==> src/rtl/krft_pkg.sv <==
// Package for the keyed recent-first table: field widths, operation codes,
// control state and the per-cell control struct. No dependencies.
package krft_pkg;

    localparam int TABLE_DEPTH_DEF = 16;
    localparam int KIND_W          = 2;
    localparam int KEY_W           = 16;
    localparam int VALUE_W         = 32;
    localparam int COUNT_W         = 5;

    typedef enum logic [KIND_W-1:0] {
        KIND_INSERT = 2'd0,
        KIND_REMOVE = 2'd1,
        KIND_LOOKUP = 2'd2
    } kind_t;

    typedef enum logic {
        ST_IDLE = 1'b0,
        ST_EXEC = 1'b1
    } state_t;

    typedef struct packed {
        logic             capture;
        logic [KEY_W-1:0] probe_key;
        logic             do_insert;
        logic             do_remove;
    } cell_ctrl_t;

endpackage

==> src/rtl/krft_cell.sv <==
// One table slot: holds a key and value, compares against the probe key,
// forwards the newest-match chain and shifts with its neighbors. Depends on krft_pkg.
module krft_cell
    import krft_pkg::*;
#(
    parameter int TABLE_DEPTH = TABLE_DEPTH_DEF,
    parameter int IDX         = 0,
    localparam int CNT_W      = $clog2(TABLE_DEPTH + 1)
) (
    input  logic               clk,
    input  logic               rst_n,
    input  cell_ctrl_t         ctrl,
    input  logic [CNT_W-1:0]   count,
    input  logic [KEY_W-1:0]   newer_key,
    input  logic [VALUE_W-1:0] newer_value,
    input  logic [KEY_W-1:0]   older_key,
    input  logic [VALUE_W-1:0] older_value,
    input  logic               match_in,
    input  logic [VALUE_W-1:0] sel_in,
    output logic               match_out,
    output logic [VALUE_W-1:0] sel_out,
    output logic [KEY_W-1:0]   key,
    output logic [VALUE_W-1:0] value
);

    logic [KEY_W-1:0]   key_reg;
    logic [VALUE_W-1:0] value_reg;
    logic               hit_reg;
    logic               occupied;
    logic               first;

    assign occupied = CNT_W'(IDX) < count;
    assign first    = hit_reg & ~match_in;

    always_ff @(posedge clk or negedge rst_n)
    begin
        if (!rst_n)
        begin
            hit_reg <= 1'b0;
        end
        else if (ctrl.capture)
        begin
            hit_reg <= occupied && (key_reg == ctrl.probe_key);
        end
    end

    // shift toward older on insert, pull from older on remove at and past the match
    always_ff @(posedge clk)
    begin
        if (ctrl.do_insert)
        begin
            key_reg   <= newer_key;
            value_reg <= newer_value;
        end
        else if (ctrl.do_remove && (match_in || hit_reg))
        begin
            key_reg   <= older_key;
            value_reg <= older_value;
        end
    end

    assign match_out = match_in | hit_reg;
    assign sel_out   = sel_in | (first ? value_reg : '0);
    assign key       = key_reg;
    assign value     = value_reg;

endmodule

==> config.mk <==
export PLATFORM = sky130hd
export DESIGN_NAME = krft_cell
export DESIGN_NICKNAME = d
export VERILOG_FILES = /design/src/rtl/krft_pkg.sv /design/src/rtl/krft_cell.sv
export SDC_FILE = /design/constraint.sdc
export NUM_CORES = 1
export LEC_CHECK = 0
export BUFFER_PORTS_ARGS = -buffer_cell sky130_fd_sc_hd__buf_2
export CORE_MARGIN = 10
export CORE_UTILIZATION = 40
export CTS_CLUSTER_SIZE = 24
export DETAILED_ROUTE_END_ITERATION = 12
export GPL_ROUTABILITY_DRIVEN = 0
export PLACE_DENSITY = 0.89
export SETUP_SLACK_MARGIN = 0.3
export SYNTH_ARGS = -nofsm -noshare
export SYNTH_HDL_FRONTEND = slang
export SYNTH_SLANG_ARGS = --single-unit
==> constraint.sdc <==
create_clock -name clk -period 3.8 [get_ports clk]
set_input_delay 0.38 -clock clk [delete_from_list [all_inputs] [get_ports clk]]
set_output_delay 0.38 -clock clk [all_outputs]
set_load 0.01 [all_outputs]
# After elaboration in Yosys (flattened, before gate mapping)
# Cells that the tools add are included.
dict set report op_classes {
  n_reduce_logical 4
  n_lt_le_gt_ge 1
  bitwise 4
  n_mux 5
  eq_ne 1
}
# op count
set ops {}
lappend ops {{32-bit two-way mux} 3}
lappend ops {{16-bit two-way mux} 2}
lappend ops {{32-bit bitwise OR} 1}
lappend ops {{16-bit == test} 1}
lappend ops {{1-bit by 5-bit less-than comparator with 1-bit output (first input constant)} 1}
lappend ops {{1-bit logical AND} 2}
lappend ops {{2-bit nonzero test} 1}
lappend ops {{1-bit bitwise AND} 1}
lappend ops {{1-bit logical OR} 1}
lappend ops {{1-bit NOT} 1}
lappend ops {{1-bit bitwise OR} 1}
dict set report totals {
  inputBits 155
  elab_cells 18
  reg_bits 49
  output_inout_bits 81
}

# Logic depth before layout (Yosys ltp)
# Gate-level depths: netlist of the first run.
dict set report depth {
  depth_word 4
  ltp_mapped 4
  ltp_nobuf 4
}

# Worst setup path after synthesis of the first run
# OpenSTA, ideal clock, no wires.
dict set report synth_timing {
  path_type {in2reg}
  startpoint {input port ctrl[1] in the netlist's numbering}
  endpoint {register key_reg[0] (netlist: key[0]) (enable)}
  required_ns 3.396
  arrival_time_ns 1.778
  path_stages 3
  path_buffers 2
  path_slack_ns 1.618
  setup_ns 0.404
  path_cell_list {buf_2 buf_4 a21o_1}
}
dict set report synth_via {
  elab_chain_len 1
}
# item line
set synth_lines {}
lappend synth_lines {{start: declaration} krft_cell.sv:12} ;# input cell_ctrl_t ctrl,
lappend synth_lines {{2-bit nonzero test (no source line)} --}
lappend synth_lines {{end signal: assignment} krft_cell.sv:52} ;# key_reg <= newer_key;
lappend synth_lines {{end signal: assignment} krft_cell.sv:57} ;# key_reg <= older_key;
lappend synth_lines {{end: declaration} krft_cell.sv:26} ;# logic [KEY_W-1:0] key_reg;
# No other way between the ends.
# A chain may end at the register's enable or synchronous reset.

# Final worst setup path of the first run
dict set report layout_timing {
  startpoint {register hit_reg}
  endpoint {output port sel_out[3]}
}
dict set report layout_via {
  elab_chain_len 3
}
# item line
set layout_lines {}
lappend layout_lines {{start: declaration} krft_cell.sv:28} ;# logic hit_reg;
lappend layout_lines {{start signal: assignment} krft_cell.sv:43} ;# hit_reg <= occupied && (key_reg == ctrl.probe_key);
lappend layout_lines {{1-bit bitwise AND} krft_cell.sv:33} ;# assign first = hit_reg & ~match_in;
lappend layout_lines {{32-bit two-way mux} krft_cell.sv:63} ;# assign sel_out = sel_in | (first ? value_reg : '0);
lappend layout_lines {{32-bit bitwise OR} krft_cell.sv:63}
lappend layout_lines {{end: declaration} krft_cell.sv:21} ;# output logic [VALUE_W-1:0] sel_out,
# No other way between the ends.

==> flow_summary.toml, run 1 <==
[clock_network]
clk_pin_slew_ns = 0.08
cts_buffers = 5
cts_hold_buf = 1
cts_tree = "built"
cts_max_level = 2
root_buffer = "clkbuf_8"
ctsLongestPathBuffers = 2
cts.sinks = 49
ctsResizeCount = 0
post_cts_buffers = 0
clkLatencyLatePin_ns = 0.30

[critical_path]
cp-start-kind = "register"
slowest_delay_ns = 0.92
cp.required_ns = 3.42
cp_num_buf_inv = 2
r2r-start = "hit_reg$_DFFE_PN0P_"
end_kind = "primary output"
worstRegToRegCells = 2
path_max_fanout = 32
crit_slowest_cell = "nor2_2"
worstPathArrival_ns = 2.01
r2r_slack_ns = 2.11
worstPathCellList = "inv_1, nor2_2, a21o_1, buf_2"
crit_family = "simple AND/OR/NAND/NOR gates"
r2r_end = "key[8]$_DFFE_PP_"
worst-setup-path-type = "reg2out"

[sta]
tns_ns = 0
fin_crit_ns = 2.39
period_share = 0.629
grt_setup_unrepaired = "no"
drv_slew = 0
fin_worst_skew_ns = 0.00902
tightest_slew_ns = 1.24
max_freq_mhz = 418
hold_violations = 0
maxSlewHeadroom = 0.174
setup-violations-final = 0

[finish]
layout.cells.non_filler = 477
multi_input_area_um2 = 993
layout-drive-gt1-share = 0.729
finalNetCount = 556
antennaDiodeCount = 0
finish.utilization = 0.641
areaGrowthSynthToFinish_pct = 53.5
fill_cells = 473
regArea_mm2 = 0.00147
largest_register_ffs = 32

[global_route]
grt_use_met3 = 0.103
grt.busiest_layer = "met2"
grtUsageMet2 = 0.337
grt_usage = 0.179
grt.met1_usage = 0.159
grt_pass1_wl_um = 14000
grt_max_degree = 49
globalRoute.totalOverflow = 0
grt_pass1_vias = 2648
antenna_found_initial = 0

[logic_synthesis]
yosysSeqAreaShare = 0.586
synth_area_per_cell_um2 = 15.2
synth.distinct_cells = 17
synth_nets = 320
yosys_warnings = 0
ys_ff_latch = 49
synth.cell_area_mm2 = 0.00250
synth_cells = 165

[route]
wl_per_cell_um = 19.8
via_per_inst = 4.93
dr.pass1.iters = 4
final_antenna_net_count = 0
drc = 0
vias = 2352
routed_wl_um = 9440
drt_iter0_drc = 53

[worst_hold_path]
hp-class = "in2reg"
hold_depth = 2
worstHoldStart = "ctrl[18]"
min_to = "hit_reg$_DFFE_PN0P_"

[place]
dp_cells = 468
hpwl_um = 8010
io_buffers = 235

[power_and_ir_drop]
p_leak_uw = 0.00197
fin_total_pwr_uw = 1270
combPwrFrac = 0.221
switching_share = 0.249
powerDensity_mw_per_mm2 = 330
switchingPower_uw = 315
p_clk_frac = 0.245
seqPwrFrac = 0.534
p_int_uw = 952
ir_worst_vdd_mv = 0.210

[run]
drv_cap = 0

[die]
initial_core_util = 0.418
fp.coreArea_mm2 = 0.00599
dieArea_mm2 = 0.00982
die_y_um = 99.1
io_pins = 236
die_x_um = 99.1
rows = 28

[status]
outcome = "completed"
[layout by cell type, fill, tap and decap left out, drive strengths merged]
| cell | instances |
|---|---|
| or4 | 1 |
| o22ai | 1 |
| clkbuf | 8 |
| nor4 | 3 |
| dfrtp | 1 |
| nand3 | 1 |
| nor2 | 1 |
| xor2 | 15 |
| or2 | 1 |
| edfxtp | 48 |
| o2111ai | 1 |
| xnor2 | 1 |
| dlygate4sd3 | 1 |
| mux2 | 48 |
| a21o | 33 |
| buf | 236 |
| nor3 | 1 |
| inv | 1 |
[synth_stat cells (all sizes together)]
master / instances / area share
inv: 1 / 0.0015
or4: 1 / 0.0030
xor2: 15 / 0.053
mux2: 48 / 0.22
nor4: 3 / 0.0075
xnor2: 1 / 0.0035
o22ai: 1 / 0.0025
nand3: 1 / 0.0020
o2111ai: 1 / 0.0035
buf: 8 / 0.017
or2: 1 / 0.0025
edfxtp: 48 / 0.58
nor2: 1 / 0.0015
nor3: 1 / 0.0020
dfrtp: 1 / 0.010
a21o: 33 / 0.099
[final cells by class]
| cell class | instances | share of cell area |
|---|---|---|
| Inverter | 1 | 0.000977 |
| Clock buffer | 8 | 0.0235 |
| Sequential cell | 49 | 0.382 |
| Timing Repair Buffer | 237 | 0.311 |
| Multi-Input combinational cell | 107 | 0.259 |
| Tap cell | 75 | 0.0244 |
[logic make-up after synthesis]
logic type,Yosys count,share of synthesized area
muxes,48,0.216
AOI/OAI and AO/OA,35,0.105
and+or+nand+nor,8,0.0185
xor gates and xnor gates,16,0.0560
DFF,49,0.586
buffers and inverters,9,0.0185
[metrics by stage]
| stage | area [um2] | worst slack [ns] | hold WS (ns) |
|---|---|---|---|
| floorplan | 2500 | 1.62 | 0.0844 |
| global placement | 3740 | 1.66 | 0.154 |
| detailed placement | 3740 | 1.51 | 0.158 |
| CTS | 3840 | 1.37 | 0.296 |
| global route | 3840 | 1.20 | 0.298 |
| finish | 3840 | 1.41 | 0.303 |
[how the worst max path moves through the flow]
stage / startpoint / endpoint / slack (ns) / depth (start not counted)
final: hit_reg$_DFFE_PN0P_ / sel_out[3] / 1.41 / 4
after global routing: hit_reg$_DFFE_PN0P_ / sel_out[3] / 1.20 / 4
after CTS: hit_reg$_DFFE_PN0P_ / sel_out[3] / 1.37 / 4
after detailed placement: match_in / sel_out[14] / 1.51 / 4
after global placement: match_in / sel_out[30] / 1.66 / 4
after floorplan: ctrl[1] / key[0]$_DFFE_PP_ / 1.62 / 3
[routing by layer]
| metal | part of all wire | up-vias | wire length, um |
|---|---|---|---|
| met1 | 0.32 | 1100 | 3050 |
| met5 | 0 | - | 0 |
| met4 | 0.010 | 0 | 95 |
| li1 | - | 1103 | - |
| met2 | 0.53 | 142 | 5030 |
| met3 | 0.13 | 7 | 1270 |
[power groups by stage]
stage	Clock, uW	Combinational, uW	Sequential, uW
2_1_floorplan	0	101	707
3_3_place_gp	0	276	687
3_5_place_dp	0	283	689
4_1_cts	320	285	677
5_1_grt	343	305	682
6_report	311	280	677
(Power assumes the default switching activity.)
==> run 2, diff against run 1 <==
--- a/config.mk
+++ b/config.mk
@@ -7,11 +7,11 @@
 export LEC_CHECK = 0
 export BUFFER_PORTS_ARGS = -buffer_cell sky130_fd_sc_hd__buf_2
 export CORE_MARGIN = 10
-export CORE_UTILIZATION = 40
+export CORE_UTILIZATION = 33
 export CTS_CLUSTER_SIZE = 24
 export DETAILED_ROUTE_END_ITERATION = 12
 export GPL_ROUTABILITY_DRIVEN = 0
-export PLACE_DENSITY = 0.89
+export PLACE_DENSITY = 0.78
 export SETUP_SLACK_MARGIN = 0.3
 export SYNTH_ARGS = -nofsm -noshare
 export SYNTH_HDL_FRONTEND = slang
==> constraint.sdc (replaced) <==
create_clock -name clk -period 2.11 [get_ports clk]
set_input_delay 0.211 -clock clk [delete_from_list [all_inputs] [get_ports clk]]
set_output_delay 0.211 -clock clk [all_outputs]
set_load 0.01 [all_outputs]
==> flow_summary.toml, run 2 (same netlist as run 1, synthesis figures left out) <==
[finish]
layout.cells.most_common = "buf_2"
antennaDiodeCount = 0
fill_cells = 629
largest_register_ffs = 32
stdcell_area_mm2 = 0.00387
layout-drive-gt1-share = 0.727
areaGrowthSynthToFinish_pct = 54.6
layout_common_cells = "buf_2, mux2_2, edfxtp_1"
finalNetCount = 557
multi_input_area_um2 = 993
regArea_mm2 = 0.00147

[route]
wl_per_cell_um = 18.1
final_antenna_net_count = 0
drt_iter0_drc = 53
vias = 2307
routed_wl_um = 9090
dr.pass1.iters = 4
via_per_inst = 4.60
drc = 0

[die]
rows = 31
initial_core_util = 0.341
io_pins = 236
die_x_um = 107
dieArea_mm2 = 0.0115
fp.coreArea_mm2 = 0.00733
die_y_um = 107

[global_route]
grtUsageMet2 = 0.281
grt_usage = 0.148
globalRoute.totalOverflow = 0
grt.met1_usage = 0.138
grt_pass1_wl_um = 13400
antenna_found_initial = 0
grt_pass1_vias = 2737
grt_max_degree = 49
grt.busiest_layer = "met2"
grt_use_met3 = 0.0713

[critical_path]
end_kind = "register"
path_max_fanout = 48
worstPathArrival_ns = 1.60
cp.required_ns = 2.02
cp-start-kind = "register"
worst-setup-path-type = "reg2reg"

[clock_network]
cts.sinks = 49
ctsResizeCount = 0
root_buffer = "clkbuf_8"
cts_max_level = 2
cts_tree = "built"
cts_hold_buf = 1
ctsLongestPathBuffers = 2
post_cts_buffers = 0
clk_pin_slew_ns = 0.08
cts_buffers = 5
clkLatencyLatePin_ns = 0.29

[place]
hpwl_um = 7630
dpl_cell_area_mm2 = 0.00378
io_buffers = 235
dp_slack_ns = 0.418

[power_and_ir_drop]
fin_total_pwr_uw = 2240
p_leak_uw = 0.00197
powerDensity_mw_per_mm2 = 579
ir_worst_vdd_mv = 0.258

[sta]
max_freq_mhz = 594
period_share = 0.798
tightest_slew_ns = 1.06
grt_setup_unrepaired = "no"
setup-violations-final = 0
fin_worst_skew_ns = 0.00608
maxSlewHeadroom = 0.291
hold_violations = 0
fin_crit_ns = 1.68
tns_ns = 0
drv_slew = 0
setup_ws_ns = 0.426

[run]
drv_cap = 0

[status]
outcome = "completed"

[worst_hold_path]
hp-class = "in2reg"
[run 2: changes by cell type in the layout (fill, tap and decap cells not counted), sizes merged]
cell | before | now
buf | 236 | 237
[run 2: final timing paths]
kind,from,endpoint,slack (ns),cells after the start
worst max-delay path,hit_reg$_DFFE_PN0P_,key[5]$_DFFE_PP_,0.43,2
worst min-delay path,ctrl[18],hit_reg$_DFFE_PN0P_,0.13,2
worst max register to register,hit_reg$_DFFE_PN0P_,key[5]$_DFFE_PP_,0.43,2
worst min register to register,hit_reg$_DFFE_PN0P_,hit_reg$_DFFE_PN0P_,0.60,2
max in group asynchronous,rst_n,hit_reg$_DFFE_PN0P_,1.77,2
min in group asynchronous,rst_n,hit_reg$_DFFE_PN0P_,0.26,2
[run 2: worst max-delay path, stage by stage, from the launching register on]
cell     delay, ns
dfrtp_1       0.34
or2_2         0.11
a21o_2        0.82
[run 2: layout make-up]
type,instances,area share
Tap cell,99,0.0320
Sequential cell,49,0.379
Multi-Input combinational cell,107,0.257
Timing Repair Buffer,238,0.310
Clock buffer,8,0.0207
Inverter,1,0.000970
[run 2: layer usage]
layer	part of all wire	routed length [um]
met5	0	0
met4	0.013	119
met3	0.10	921
met2	0.53	4810
met1	0.36	3240
[run 2: stage by stage]
step,utilization,hold WS (ns),std cells
floorplan,-,-0.0846,165
global placement,0.515,-0.0127,493
detailed placement,0.515,-0.0139,493
CTS,0.528,0.114,502
global route,0.528,0.123,502
finish,0.528,0.127,502
[run 2: power breakdown]
part           internal (uW)  leakage [uW]  switching (uW)
clock                    236     0.0000395             284
combinational            275       0.00144             228
sequential              1170      0.000494            45.2
total                   1680       0.00197             558
==> run 3, diff against run 2 <==
--- a/config.mk
+++ b/config.mk
@@ -5,13 +5,14 @@
 export SDC_FILE = /design/constraint.sdc
 export NUM_CORES = 1
 export LEC_CHECK = 0
+export ABC_AREA = 1
 export BUFFER_PORTS_ARGS = -buffer_cell sky130_fd_sc_hd__buf_2
 export CORE_MARGIN = 10
-export CORE_UTILIZATION = 33
+export CORE_UTILIZATION = 39
 export CTS_CLUSTER_SIZE = 24
 export DETAILED_ROUTE_END_ITERATION = 12
 export GPL_ROUTABILITY_DRIVEN = 0
-export PLACE_DENSITY = 0.78
+export PLACE_DENSITY = 0.84
 export SETUP_SLACK_MARGIN = 0.3
 export SYNTH_ARGS = -nofsm -noshare
 export SYNTH_HDL_FRONTEND = slang
==> constraint.sdc (replaced) <==
create_clock -name clk -period 1.7 [get_ports clk]
set_input_delay 0.17 -clock clk [delete_from_list [all_inputs] [get_ports clk]]
set_output_delay 0.17 -clock clk [all_outputs]
set_load 0.01 [all_outputs]
==> flow_summary.toml, run 3 <==
[status]
outcome = "completed"

[global_route]
grt_max_degree = 49
grt_pass1_wl_um = 16500
globalRoute.totalOverflow = 0
grt_usage = 0.186
antenna_found_initial = 0
grt_pass1_vias = 3282

[logic_synthesis]
yosys_warnings = 0
yosysSeqAreaShare = 0.533
synth_area_leader_cell = "edfxtp_1"
synth.distinct_cells = 15
synth_nets = 489
synth_edf_count = 48
yosysMostFrequentCell = "nand2_1"
synth.cell_area_mm2 = 0.00275
synthTopCellsByCount = "nand2_1, edfxtp_1, a31o_2, inv_1, nor2_1"
synth.area.mux_share = 0
synth-compound-area-share = 0.106
synth_top_family_by_area = "simple AND/OR/NAND/NOR gates"
synth-adder-area-share = 0
synth_area_per_cell_um2 = 8.23
ys_ff_latch = 49
synthArstFlopShare = 0.0204
synth_xor_area_frac = 0.00637
yosysTopAreaCellShare = 0.524
synth_simple_gate_area_frac = 0.283
synth_cells = 334
ys.flop_type = "edfxtp_1"
ys_top_cells_by_area = "edfxtp_1, nand2_1, a31o_2"

[critical_path]
cp_num_buf_inv = 2
cp-start-kind = "register"
slowest_delay_ns = 0.41
worst-setup-path-type = "reg2out"
crit_family = "flip-flops"
worstPathArrival_ns = 1.28
worstPathCellList = "buf_12, a31o_2, buf_2"
cp.required_ns = 1.53
crit_slowest_cell = "dfrtp_1"
path_max_fanout = 33
end_kind = "primary output"

[finish]
finalNetCount = 721
antennaDiodeCount = 0
largest_register_ffs = 32
layout_common_cells = "buf_2, nand2_1, edfxtp_1"
layout.cells.non_filler = 663
layout.cells.most_common = "buf_2"
layout-drive-gt1-share = 0.503
fill_cells = 622
areaGrowthSynthToFinish_pct = 52.3
finish.utilization = 0.613

[sta]
max_freq_mhz = 688
hold_violations = 0
setup-violations-final = 0
period_share = 0.854
grt_setup_unrepaired = "yes"
maxSlewHeadroom = 0.676
drv_slew = 0
fin_worst_skew_ns = 0.00759
tns_ns = 0
tightest_slew_ns = 0.486
worst_hold_slack_ns = 0.128
fin_crit_ns = 1.45

[power_and_ir_drop]
powerDensity_mw_per_mm2 = 792
p_leak_uw = 0.00236
ir_worst_vdd_mv = 0.428

[place]
hpwl_um = 8800
dp_cells = 653
io_buffers = 235

[clock_network]
clkLatencyLatePin_ns = 0.30
cts_tree = "built"
root_buffer = "clkbuf_8"
cts_buffers = 5
clk_pin_slew_ns = 0.09
cts.sinks = 49
post_cts_buffers = 0
ctsLongestPathBuffers = 2
cts_max_level = 2

[route]
drt_iter0_drc = 87
routed_wl_um = 10600
drc = 0
final_antenna_net_count = 0
vias = 3068
via_per_inst = 4.63
dr.pass1.iters = 6
wl_per_cell_um = 16.1

[die]
initial_core_util = 0.402
rows = 30
dieArea_mm2 = 0.0108
die_x_um = 104
fp.coreArea_mm2 = 0.00683
io_pins = 236
die_y_um = 104

[run]
drv_cap = 0

[worst_hold_path]
hp-class = "in2reg"
==> run 3: path summary, 6_finish.rpt <==
kind / endpoint / slack, ns / depth (start not counted) / from
min: value[21]$_DFFE_PP_ / 0.13 / 3 / older_value[21]
max in group asynchronous: hit_reg$_DFFE_PN0P_ / 1.44 / 2 / rst_n
max: sel_out[31] / 0.25 / 3 / hit_reg$_DFFE_PN0P_
min in group asynchronous: hit_reg$_DFFE_PN0P_ / 0.17 / 2 / rst_n
min reg2reg: hit_reg$_DFFE_PN0P_ / 0.75 / 4 / key[6]$_DFFE_PP_
max reg2reg: value[26]$_DFFE_PP_ / 0.39 / 3 / hit_reg$_DFFE_PN0P_
==> run 3: layout make-up <==
type	instances	area, um2	share of cell area
Clock buffer	5	68.8	0.0164
Clock inverter	3	65.1	0.0155
Inverter	27	101	0.0242
Multi-Input combinational cell	242	1130	0.270
Sequential cell	49	1470	0.350
Tap cell	96	120	0.0287
Timing Repair Buffer	241	1240	0.295
==> run 3: per-layer routing <==
layer  routed length (um)  global-route usage  vias to the layer above
met3                  884              0.0682                       14
li1                     -                   -                     1540
met1                 4050               0.194                     1358
met2                 5510               0.338                      156
met5                    0                   0                        -
met4                  189              0.0586                        0
==> run 3: repair_timing <==
| action | in CTS | in global routing |
|---|---|---|
| endpoints found under the setup margin | 32 | 80 |
| gates resized for setup | 3 | 2 |
| hold buffers | 1 | 0 |
| endpoints found under the hold margin | 1 | 0 |
| cloned | 0 | 1 |
==> run 3: cells by family after synthesis <==
logic type / Yosys count
and+or+nand+nor: 205
DFF: 49
buffers and inverters: 44
AOI/OAI and AO/OA: 34
xor gates and xnor gates: 2
==> run 3: power by group <==
group	internal [uW]	switching [uW]	total, uW
Sequential	1490	81.3	1570
Combinational	356	424	780
Clock	584	384	968
==> run 3: worst register-to-register path, stage by stage, from the launching register on <==
cell and delay [ns]:
dfrtp_1 0.41, or2_2 0.32, nand2_4 0.13, nand2_8 0.15
==> run 3: metrics by stage <==
step	setup slack [ns]	area, um2	power [uW]
floorplan	0.301	2770	1940
global placement	0.371	4010	2350
detailed placement	0.345	4010	2380
CTS	0.238	4160	3350
global route	0.192	4190	3490
finish	0.247	4190	3320
